`src/rtl/core/cbs_pkg.sv`:
```
package cbs_pkg;

  // geometry
  localparam int unsigned CellCount = 5;
  localparam int unsigned AdcW      = 14;
  localparam int unsigned TempW     = 8;
  localparam int unsigned GainW     = 9;
  localparam int unsigned OffsW     = 8;
  localparam int unsigned ThrW      = 13;
  localparam int unsigned MvW       = 16;
  localparam int unsigned MinW      = 13;
  localparam int unsigned MaskW     = 5;
  localparam int unsigned CfgIdxW   = 3;
  localparam int unsigned CfgDataW  = 13;
  localparam int unsigned InDataW   = 24;
  localparam int unsigned OutDataW  = 24;

  // divide by 1000 as multiply by ceil(2^33/1000) then shift; exact below 2^24
  localparam int unsigned ProdW      = AdcW + GainW;
  localparam int unsigned RecipW     = 24;
  localparam int unsigned RecipShift = 33;
  localparam int unsigned ScaledW    = ProdW + RecipW;
  localparam int unsigned QuotW      = 14;
  localparam logic [RecipW-1:0] RecipK1000 = 24'd8589935;

  // reset values
  localparam logic [MinW-1:0]  MinStartMv  = 13'd5000;
  localparam logic [GainW-1:0] GainRst     = 9'd380;
  localparam logic [OffsW-1:0] OffsRst     = 8'sd0;
  localparam logic [TempW-1:0] TminRst     = 8'sd0;
  localparam logic [TempW-1:0] TmaxRst     = 8'sd45;
  localparam logic [ThrW-1:0]  DiffRst     = 13'd15;
  localparam logic [ThrW-1:0]  StartRst    = 13'd3600;

  typedef enum logic [CfgIdxW-1:0] {
    CFG_ADC_GAIN  = 3'd0,
    CFG_ADC_OFFS  = 3'd1,
    CFG_TEMP_MIN  = 3'd2,
    CFG_TEMP_MAX  = 3'd3,
    CFG_DIFF_MV   = 3'd4,
    CFG_START_MV  = 3'd5
  } cfg_idx_e;

  typedef enum logic [2:0] {
    ST_IDLE,
    ST_MUL,
    ST_CONV,
    ST_SWEEP,
    ST_DONE
  } state_e;

endpackage

```
`src/rtl/core/cbs_ram.sv`:
```
module cbs_ram #(
  parameter int unsigned Width = 16,
  parameter int unsigned Depth = 5
) (
  input  logic                     clk_i,
  input  logic                     we_i,
  input  logic [$clog2(Depth)-1:0] waddr_i,
  input  logic [Width-1:0]         wdata_i,
  input  logic [$clog2(Depth)-1:0] raddr_i,
  output logic [Width-1:0]         rdata_o
);

  logic [Width-1:0] mem_q [Depth];
  logic [Width-1:0] rdata_q;

  // one write port, registered read port
  always_ff @(posedge clk_i) begin
    if (we_i) begin
      mem_q[waddr_i] <= wdata_i;
    end
    rdata_q <= mem_q[raddr_i];
  end

  assign rdata_o = rdata_q;

endmodule

```
`src/rtl/core/cell_balance_selector_unit.sv`:
```
// datapath: an item passes the product register and the reciprocal multiply register, then is converted and stored
// handshake: no new item is taken while one is in the product stage; the next can be taken as the previous is stored
// batch end: the last item is followed by a sweep over the
//   cell store (one read per cycle), then the result register is loaded once the output is free
// reset: asynchronous, active low; config registers return to defaults, minimum to 5000 mV
// and the cell counter to zero; the cell store is not cleared
module cell_balance_selector_unit import cbs_pkg::*; #(
  parameter int unsigned CELL_COUNT = CellCount
) (
  input  logic                clk_i,
  input  logic                rst_ni,
  // slave stream
  input  logic                s_axis_tvalid,
  output logic                s_axis_tready,
  input  logic [InDataW-1:0]  s_axis_tdata,   // [13:0] adc_code, [21:14] temperature_c
  // master stream
  output logic                m_axis_tvalid,
  input  logic                m_axis_tready,
  output logic [OutDataW-1:0] m_axis_tdata,   // [4:0] balance_mask, [17:5] min_cell_mv
  // configuration writes
  input  logic                cfg_valid_i,
  output logic                cfg_ready_o,
  input  logic [CfgIdxW-1:0]  cfg_index_i,
  input  logic [CfgDataW-1:0] cfg_data_i
);

  localparam int unsigned IdxW     = $clog2(CELL_COUNT);
  localparam logic [IdxW-1:0] LastIdx = IdxW'(CELL_COUNT - 1);
  localparam int unsigned MaskBits = (CELL_COUNT < MaskW) ? CELL_COUNT : MaskW;

  state_e state_q, state_d;

  logic [GainW-1:0] gain_q;
  logic [OffsW-1:0] offs_q;
  logic [TempW-1:0] tmin_q, tmax_q;
  logic [ThrW-1:0]  diff_q, start_q;

  logic [ProdW-1:0]   prod_q;
  logic [ScaledW-1:0] scaled_q;
  logic [TempW-1:0]   temp_q;
  logic [IdxW-1:0]    cnt_q, cnt_d;
  logic [MinW-1:0]    min_q, min_d;

  logic [IdxW-1:0]  iss_q, iss_d;
  logic [IdxW-1:0]  rd_idx_q;
  logic             rd_vld_q;
  logic             prev_cand_q, prev_cand_d;
  logic [MvW-1:0]   prev_v_q;
  logic [MaskW-1:0] mask_q, mask_d;

  logic             out_vld_q, out_vld_d;
  logic [MaskW-1:0] out_mask_q;
  logic [MinW-1:0]  out_min_q;

  logic             in_acc, cfg_acc;
  logic             ram_we;
  logic [MvW-1:0]   ram_rdata;
  logic             is_last_cell;
  logic             out_load;

  assign in_acc  = s_axis_tvalid & s_axis_tready;
  assign cfg_ready_o = 1'b1;
  assign cfg_acc = cfg_valid_i;
  assign is_last_cell = (cnt_q == LastIdx);

  // configuration registers
  always_ff @(posedge clk_i or negedge rst_ni) begin
    if (!rst_ni) begin
      gain_q  <= GainRst;
      offs_q  <= OffsRst;
      tmin_q  <= TminRst;
      tmax_q  <= TmaxRst;
      diff_q  <= DiffRst;
      start_q <= StartRst;
    end else if (cfg_acc) begin
      case (cfg_idx_e'(cfg_index_i))
        CFG_ADC_GAIN: gain_q  <= cfg_data_i[GainW-1:0];
        CFG_ADC_OFFS: offs_q  <= cfg_data_i[OffsW-1:0];
        CFG_TEMP_MIN: tmin_q  <= cfg_data_i[TempW-1:0];
        CFG_TEMP_MAX: tmax_q  <= cfg_data_i[TempW-1:0];
        CFG_DIFF_MV:  diff_q  <= cfg_data_i[ThrW-1:0];
        CFG_START_MV: start_q <= cfg_data_i[ThrW-1:0];
        default: ;
      endcase
    end
  end

  // conversion datapath: raw product, reciprocal product
  always_ff @(posedge clk_i) begin
    if (in_acc) begin
      prod_q <= ProdW'(s_axis_tdata[AdcW-1:0]) * ProdW'(gain_q);
      temp_q <= s_axis_tdata[AdcW +: TempW];
    end
    scaled_q <= ScaledW'(prod_q) * ScaledW'(RecipK1000);
  end

  // quotient plus offset, negative results clamp to zero
  logic [QuotW-1:0]        quot;
  logic signed [QuotW:0]   mv_sum;
  logic [MvW-1:0]          mv;
  assign quot   = scaled_q[RecipShift +: QuotW];
  assign mv_sum = $signed({1'b0, quot}) +
                  $signed({{(QuotW + 1 - OffsW){offs_q[OffsW-1]}}, offs_q});
  assign mv     = mv_sum[QuotW] ? '0 : {{(MvW - QuotW){1'b0}}, mv_sum[QuotW-1:0]};

  cbs_ram #(
    .Width (MvW),
    .Depth (CELL_COUNT)
  ) u_store (
    .clk_i   (clk_i),
    .we_i    (ram_we),
    .waddr_i (cnt_q),
    .wdata_i (mv),
    .raddr_i (iss_q),
    .rdata_o (ram_rdata)
  );

  // sweep: candidate test and pair thinning, one cell per cycle
  logic           temp_ok;
  logic           proc;
  logic           cand;
  logic           bit_a;
  logic [IdxW-1:0] idx_a;

  assign temp_ok = ($signed(temp_q) >= $signed(tmin_q)) && ($signed(temp_q) <= $signed(tmax_q));
  assign proc    = rd_vld_q && (state_q == ST_SWEEP);
  assign idx_a   = rd_idx_q - 1'b1;
  assign cand    = temp_ok &&
                   ((ram_rdata - {{(MvW - MinW){1'b0}}, min_q}) >= {{(MvW - ThrW){1'b0}}, diff_q}) &&
                   (ram_rdata >= {{(MvW - ThrW){1'b0}}, start_q});

  always_comb begin
    bit_a       = prev_cand_q;
    prev_cand_d = cand;
    if (rd_idx_q != '0 && prev_cand_q && cand) begin
      if (prev_v_q < ram_rdata) begin
        bit_a       = 1'b0;
        prev_cand_d = 1'b1;
      end else begin
        bit_a       = 1'b1;
        prev_cand_d = 1'b0;
      end
    end
  end

  always_comb begin
    mask_d = mask_q;
    // mask bits beyond the cell count stay clear
    if (state_q == ST_CONV && is_last_cell) begin
      mask_d = '0;
    end
    for (int j = 0; j < MaskBits; j++) begin
      if (proc && rd_idx_q != '0 && idx_a == IdxW'(j)) begin
        mask_d[j] = bit_a;
      end
      if (proc && rd_idx_q == LastIdx && rd_idx_q == IdxW'(j)) begin
        mask_d[j] = prev_cand_d;
      end
    end
  end

  // next state
  always_comb begin
    state_d = state_q;
    case (state_q)
      ST_IDLE:  if (in_acc) state_d = ST_MUL;
      ST_MUL:   state_d = ST_CONV;
      ST_CONV: begin
        if (is_last_cell)  state_d = ST_SWEEP;
        else if (in_acc)   state_d = ST_MUL;
        else               state_d = ST_IDLE;
      end
      ST_SWEEP: if (proc && rd_idx_q == LastIdx) state_d = ST_DONE;
      ST_DONE:  if (out_load) state_d = ST_IDLE;
      default:  state_d = ST_IDLE;
    endcase
  end

  // state outputs
  always_comb begin
    s_axis_tready = 1'b0;
    ram_we        = 1'b0;
    out_load      = 1'b0;
    case (state_q)
      ST_IDLE:  s_axis_tready = 1'b1;
      ST_CONV: begin
        ram_we        = 1'b1;
        s_axis_tready = !is_last_cell;
      end
      ST_DONE:  out_load = !out_vld_q || m_axis_tready;
      default: ;
    endcase
  end

  // counter, minimum and sweep index
  always_comb begin
    cnt_d = cnt_q;
    min_d = min_q;
    if (ram_we) begin
      cnt_d = is_last_cell ? '0 : cnt_q + 1'b1;
      if (mv < {{(MvW - MinW){1'b0}}, min_q}) begin
        min_d = mv[MinW-1:0];
      end
    end
    if (out_load) begin
      min_d = MinStartMv;
    end
    iss_d = '0;
    if (state_q == ST_SWEEP) begin
      iss_d = (iss_q == LastIdx) ? iss_q : iss_q + 1'b1;
    end
  end

  // output register
  always_comb begin
    out_vld_d = out_vld_q;
    if (out_load)           out_vld_d = 1'b1;
    else if (m_axis_tready) out_vld_d = 1'b0;
  end

  always_ff @(posedge clk_i or negedge rst_ni) begin
    if (!rst_ni) begin
      state_q   <= ST_IDLE;
      cnt_q     <= '0;
      min_q     <= MinStartMv;
      iss_q     <= '0;
      rd_vld_q  <= 1'b0;
      out_vld_q <= 1'b0;
    end else begin
      state_q   <= state_d;
      cnt_q     <= cnt_d;
      min_q     <= min_d;
      iss_q     <= iss_d;
      rd_vld_q  <= (state_q == ST_SWEEP);
      out_vld_q <= out_vld_d;
    end
  end

  always_ff @(posedge clk_i) begin
    rd_idx_q <= iss_q;
    mask_q   <= mask_d;
    if (proc) begin
      prev_cand_q <= prev_cand_d;
      prev_v_q    <= ram_rdata;
    end
    if (out_load) begin
      out_mask_q <= mask_q;
      out_min_q  <= min_q;
    end
  end

  assign m_axis_tvalid = out_vld_q;
  assign m_axis_tdata  = {{(OutDataW - MaskW - MinW){1'b0}}, out_min_q, out_mask_q};

  // checks
  a_min_bounded: assert property (@(posedge clk_i) disable iff (!rst_ni)
    min_q <= MinStartMv)
    else $error("running minimum above start value");

  a_sweep_from_zero: assert property (@(posedge clk_i) disable iff (!rst_ni)
    $rose(state_q == ST_SWEEP) |-> (cnt_q == '0 && iss_q == '0))
    else $error("sweep started with counter not cleared");

  a_sweep_ends: assert property (@(posedge clk_i) disable iff (!rst_ni)
    (proc && rd_idx_q == LastIdx) |=> state_q == ST_DONE)
    else $error("sweep did not finish after last cell");

  a_out_held: assert property (@(posedge clk_i) disable iff (!rst_ni)
    (out_vld_q && !m_axis_tready) |=> (out_vld_q && $stable(out_mask_q) && $stable(out_min_q)))
    else $error("result dropped before transaction");

  a_no_write_in_sweep: assert property (@(posedge clk_i) disable iff (!rst_ni)
    (state_q == ST_SWEEP) |-> !in_acc)
    else $error("item taken during sweep");

endmodule
```
`config.mk`:
```
export PLATFORM = sky130hd
export DESIGN_NAME = cell_balance_selector_unit
export DESIGN_NICKNAME = d
export VERILOG_FILES = /design/src/rtl/core/cbs_pkg.sv /design/src/rtl/core/cbs_ram.sv /design/src/rtl/core/cell_balance_selector_unit.sv
export SDC_FILE = /design/constraint.sdc
export NUM_CORES = 1
export LEC_CHECK = 0
export BUFFER_PORTS_ARGS = -buffer_cell sky130_fd_sc_hd__buf_4
export CAP_MARGIN = 20
export CORE_MARGIN = 4
export CORE_UTILIZATION = 25
export CTS_BUF_LIST = sky130_fd_sc_hd__clkbuf_4 sky130_fd_sc_hd__clkbuf_8
export DETAILED_ROUTE_END_ITERATION = 16
export PLACE_DENSITY = 0.39
export SLEW_MARGIN = 20
export SYNTH_ARGS = -nofsm -noshare
export SYNTH_HDL_FRONTEND = slang
export SYNTH_SLANG_ARGS = --single-unit
```
`constraint.sdc`:
```
create_clock -name clk_i -period 19.4 [get_ports clk_i]
set_clock_uncertainty 0.2 [all_clocks]
set_input_delay 1.94 -clock clk_i [delete_from_list [all_inputs] [get_ports clk_i]]
set_output_delay 1.94 -clock clk_i [all_outputs]
set_load 0.02 [all_outputs]
```
; Word level (Yosys, flattened, before mapping)
; Memories as Yosys holds them, arrays and structs flattened. A register that Yosys moved wholly into a read port is not among the register bits.
; Index checks and enable logic that the tools add are counted.
[word_totals]
regBits = 220
ramBits = 70
inputBits = 45
out_inout_bits = 27
elab_cells = 142
n_memories = 1
[memory_table]
columns = name, words, width, read_ports, rd_clocked_by_memory_dff, write_ports, line_no
row1 = u_store.mem_q, 5, 14, 1, 1, 1, cbs_ram.sv:13  ; logic [Width-1:0] mem_q [Depth];
[classes]
n_addsub = 5
mul = 2
n_lt_le_gt_ge = 6
eq_ne = 23
mux = 35
bitwise = 1
n_reduce_logical = 43
[op_table]
columns = op, count
row1 = "23-bit by 24-bit multiplier with 47-bit output, second input constant", 1
row2 = 13-bit two-way mux, 3
row3 = 16-bit by 13-bit greater-or-equal comparator with 1-bit output, 2
row4 = "3-bit by 2-bit == test with 1-bit output, second input constant", 8
row5 = 14-bit by 9-bit multiplier with 23-bit output, 1
row6 = "3-bit == test, second input constant", 7
row7 = 1-bit two-way mux, 21
row8 = 1-bit logical AND, 19
row9 = 3-bit two-way mux, 6
row10 = 3-bit nonzero test, 6
row11 = 16-bit < comparator, 1
row12 = 16-bit by 13-bit subtractor with 16-bit output, 1
row13 = 15-bit by 8-bit adder with 15-bit output, 1
row14 = 3-bit case mux with 5 select lines, 1
row15 = 14-bit by 13-bit < comparator with 1-bit output, 1
row16 = 14-bit two-way mux, 1
row17 = 2-bit AND reduction, 7
row18 = "3-bit by 1-bit == test with 1-bit output, second input constant", 4
row19 = 3-bit zero test, 4
row20 = 8-bit greater-or-equal comparator, 1
row21 = 8-bit less-or-equal comparator, 1
row22 = "2-bit != test, second input constant", 4
row23 = "3-bit by 1-bit adder with 3-bit output, second input constant", 2
row24 = 2-bit nonzero test, 3
row25 = 8 further kinds, 9

; Longest topological paths before layout
[depth]
word_depth = 8
ltp_mapped = 26
mapped_depth_nobuf = 26

; Cells and area by module
; From an unflattened synthesis, not the netlist that was laid out.
[hier_totals]
cells_unflattened = 2287
area_unflattened_um2 = 24492.2
[by_module_without_submodules]
columns = mod, instances, cells_each, area_each_um2, seq_area_each_um2
row1 = cell_balance_selector_unit, 1, 2091, 20992.6, 4578.1
row2 = cbs_ram, 1, 196, 3499.6, 2722.6

; Worst setup path before layout
; OpenSTA, ideal clock, no wires.
[synth_path]
path_type = register to register
startpoint = reg prod_q[20]
endpoint = reg scaled_q[45]
setup_time_ns = 0.127
t_arrival_ns = 6.526
t_required_ns = 19.073
path_slack_ns = 12.547
stages_incl_launch_ff = 23
path_buffers = 0
period_less_slack_ns = 6.853
cell_sequence = edfxtp_1 -> fa_1 -> inv_1 -> fa_1 -> inv_1 -> fa_1 -> fa_1 -> fa_1 -> inv_1 -> fa_1 -> inv_1 -> fa_1 -> ha_1 -> and4_1 -> nand3_1 -> or4_1 -> a21oi_1 -> a221oi_1 -> a2111oi_2 -> nand3_1 -> nand2_1 -> o31ai_1 -> xnor2_1
[synth_between]
elab_chain_cells = 1
[synth_lines]
columns = item, line_no
row1 = from (decl), cell_balance_selector_unit.sv:38  ; logic [ProdW-1:0] prod_q;
row2 = from (signal assigned), cell_balance_selector_unit.sv:91  ; prod_q <= ProdW'(s_axis_tdata[AdcW-1:0]) * ProdW'(gain_q);
row3 = 23-bit by 24-bit multiplier with 47-bit output, cell_balance_selector_unit.sv:94  ; scaled_q <= ScaledW'(prod_q) * ScaledW'(RecipK1000);
row4 = to (signal assigned), cell_balance_selector_unit.sv:94
row5 = to (decl), cell_balance_selector_unit.sv:39  ; logic [ScaledW-1:0] scaled_q;
; Every way passes these cells.
; A chain may end at the register's enable or synchronous reset.

; Worst setup path after layout
; Ends and elaborated chain as after synthesis.

==> impl_metrics.csv <==
group,metric,value,unit
yosys,netlist_area,23310,um^2
clock_network,clock_latency,580,ps
yosys,synth_edf_count,139,
critical_path,endpoint_kind,"register",
grt,grt_pass1_vias,16487,
routing,drtAntennaViolNets,0,
routing,firstDrtPassIters,5,
critical_path,worstPathMaxFanout,8,
placed_design,dp_cells,3410,
sta,hold_viol,0,
critical_path,crit_type,"reg2reg",
yosys,ys_types,76,
sta,tightest_slew,1037,ps
critical_path,r2r-start,"prod_q[20]",
floorplan,die_w,313.3,um
yosys,yosys.area_share.simple,8.025,%
cells_and_area,instances_no_fill,3491,
cells_and_area,final_cell_mix,"480 x inv_1, 380 x ha_1, 242 x fa_1, 149 x nand2_1, 139 x edfxtp_1",
clock_network,cts_tree,"built",
floorplan,core,92080,um^2
routing,drt-total-wl,55.60,mm
clock_network,cts_made_buffers,43,
floorplan,initial_core_util,25.31,%
critical_path,crit_family,"adder cells",
yosys,synth_xor_area_share,1.761,%
critical_path,cpMostUsedCell,"fa_1",
cells_and_area,drive_above_1_share,11.93,%
sta,slew_viol_final,0,
cells_and_area,area_growth,12.65,%
yosys,synth_adder_area_share,41.18,%
placed_design,hpwl,45.08,mm
routing,drcViolationCount,0,
clock_network,cts_sinks,253,
yosys,synth_compound_area_share,6.114,%
critical_path,startpoint,"prod_q[20]",
sta,tns,0,ps
hold_path,hp-start,"mask_q[1]",
sta,setup_viol,0,
clock_network,hold_buffers,0,
sta,rsz0062_at_grt,"false",
grt,grt_pass1_wl,91.78,mm
critical_path,crit_path_start_kind,"register",
routing,dr_total_vias,14591,
floorplan,fp-row-count,111,
yosys,ys_ff_latch,253,
clock_network,cts_root_buffer,"clkbuf_8",
yosys,ys.flop_type,"edfxtp_1",
placed_design,io_buffers,62,
yosys,syn_inst,2136,
run,maxCapViolations,0,
critical_path,cp_num_buf_inv,5,
grt,grt_start_max_net_pins,60,
routing,drt-initial-drc-count,519,
clock_network,cts_htree_levels,2,
sta,fmax,122.6,MHz
sta,period_share,42.04,%
yosys,synth_top_family_by_area,"adder cells",
routing,viasPerCell,4.180,
critical_path,path_cells,"fa_1 -> inv_1 -> fa_1 -> inv_1 -> fa_1 -> fa_1 -> fa_1 -> inv_1 -> fa_1 -> inv_1 -> fa_1 -> ha_1 -> and4_1 -> nand3_1 -> or4_1 -> a21oi_1 -> a221oi_1 -> buf_4 -> a2111oi_2 -> nand3_1 -> nand2_1 -> o31ai_1 -> xnor2_1",
clock_network,cts_resized,0,
critical_path,required,19660,ps
critical_path,cp_slowest_cell,"fa_1",
clock_network,clk_pin_slew_worst_paths,60,ps
grt,overflow,0,
cells_and_area,layout_commonest_cell,"inv_1",
clock_network,cts_setup_buffers,0,
grt,grt_use_total,11.81,%
sta,relSlewSlack,30.76,%
status,status,"complete, no violations",
yosys,avgSynthCellArea,10.91,um^2
routing,wl_per_cell,15.93,um
hold_path,holdCritPathClass,"reg2reg",
floorplan,die-height,313.3,um
floorplan,dieArea,98190,um^2
yosys,ys_seq_area_share,29.60,%
yosys,synth_mux_area_share,4.665,%
yosys,yosys_warnings,0,
yosys,synthArstFlopShare,32.81,%
critical_path,cpPeakStageDelay,680,ps
floorplan,io_pins,72,
critical_path,arrival,8420,ps
clock_network,clk_path_buf_depth,3,
sta,hold_slack,220.1,ps
cells_and_area,nets,2879,
sta,fin_crit,8156,ps
grt,antenna_found_initial,1,
placed_design,gp_congestion,0.7789,
## final cells by class
cell class                      instances  area, um^2
Antenna cell                            1       2.502
Clock buffer                           69       843.3
Clock inverter                         11       141.4
Fill cell                            9656       65820
Inverter                              480        1802
Multi-Input combinational cell       1362       14470
Sequential cell                       253        6900
Tap cell                             1243        1555
Timing Repair Buffer                   72       540.5
## cells by family (layout without fill, tap and decap cells)
group | after synthesis | after routing
XOR/XNOR | 46 | 46
AO/OA/AOI/OAI | 212 | 212
multiplexers | 84 | 84
AND/OR/NAND/NOR | 391 | 391
flip-flops | 253 | 253
adder cells (fa/ha/maj) | 622 | 622
buffers and inverters | 526 | 632
other | 2 | 8
## worst reg2reg max path, cell delays in order, from the launching register on
cell and delay, ps:
edfxtp_1 620, fa_1 680, inv_1 70, fa_1 510, inv_1 60, fa_1 550, fa_1 530, fa_1 550
inv_1 60, fa_1 530, inv_1 60, fa_1 480, ha_1 300, and4_1 180, nand3_1 240, or4_1 600
a21oi_1 460, a221oi_1 170, buf_4 200, a2111oi_2 470, nand3_1 140, nand2_1 140, o31ai_1 110, xnor2_1 130
## cell usage after synthesis (13+ instances only)
cell | count | share of area (%)
nor2b_1 | 16 | 0.43
nand3_1 | 28 | 0.60
edfxtp_1 | 139 | 18
ha_1 | 380 | 20
and2_1 | 56 | 1.5
o21ai_0 | 54 | 1.2
a21o_1 | 25 | 0.81
dfrtp_1 | 60 | 6.4
nand2_1 | 149 | 2.4
inv_1 | 480 | 7.7
dfxtp_1 | 31 | 2.7
mux2_2 | 56 | 2.7
clkbuf_1 | 37 | 0.60
dfstp_2 | 23 | 2.6
nor3_1 | 17 | 0.37
xnor2_1 | 34 | 1.3
fa_1 | 242 | 21
nor2_1 | 73 | 1.2
a21oi_1 | 47 | 1.0
mux4_2 | 14 | 1.4
mux2i_1 | 13 | 0.56
## stage by stage
stage / instance area [um^2] / worst slack (ps) / utilization (%)
2_1_floorplan: 23330 / 12550 / -
3_3_place_gp: 25260 / 11170 / 27.44
3_5_place_dp: 25260 / 11150 / 27.44
4_1_cts: 26250 / 11090 / 28.51
5_1_grt: 26260 / 10770 / 28.51
6_report: 26260 / 11240 / 28.51
## worst paths after layout
check	slack, ps	depth (start not counted)	to
max	11240	23	scaled_q[45]
min	220	0	out_mask_q[1]
max reg2reg	11240	23	scaled_q[45]
min reg2reg	220	0	out_mask_q[1]
max in group asynchronous	16800	2	tmin_q[0]
min in group asynchronous	1080	1	rd_vld_q
## per-layer routing
metal / GRT usage [%] / vias to the layer above / share of wire, %
met1: 15.27 / 7250 / 46
met2: 21.46 / 153 / 50
met5: 0 / - / 0
met3: 1.470 / 55 / 2.7
met4: 1.882 / 0 / 1.3
li1: - / 7133 / -
## registers in the layout (all words and copies together), names as in the netlist
signal / flops
prev_cand_q: 1
m_axis_tvalid: 1
u_store.rdata_o: 14
rd_vld_q: 1
prod_q: 23
tmin_q: 8
cnt_q: 3
iss_q: 3
temp_q: 8
start_q: 13
mask_q: 5
gain_q: 9
out_mask_q: 5
scaled_q: 14
offs_q: 8
rd_idx_q: 3
state_q: 3
prev_v_q: 14
diff_q: 13
min_q: 13
out_min_q: 13
tmax_q: 8
u_store.mem_q: 70
Power is left out: the tool's default activity adds up to more than one toggle a clock period on the data nets, which glitch-free logic cannot reach.
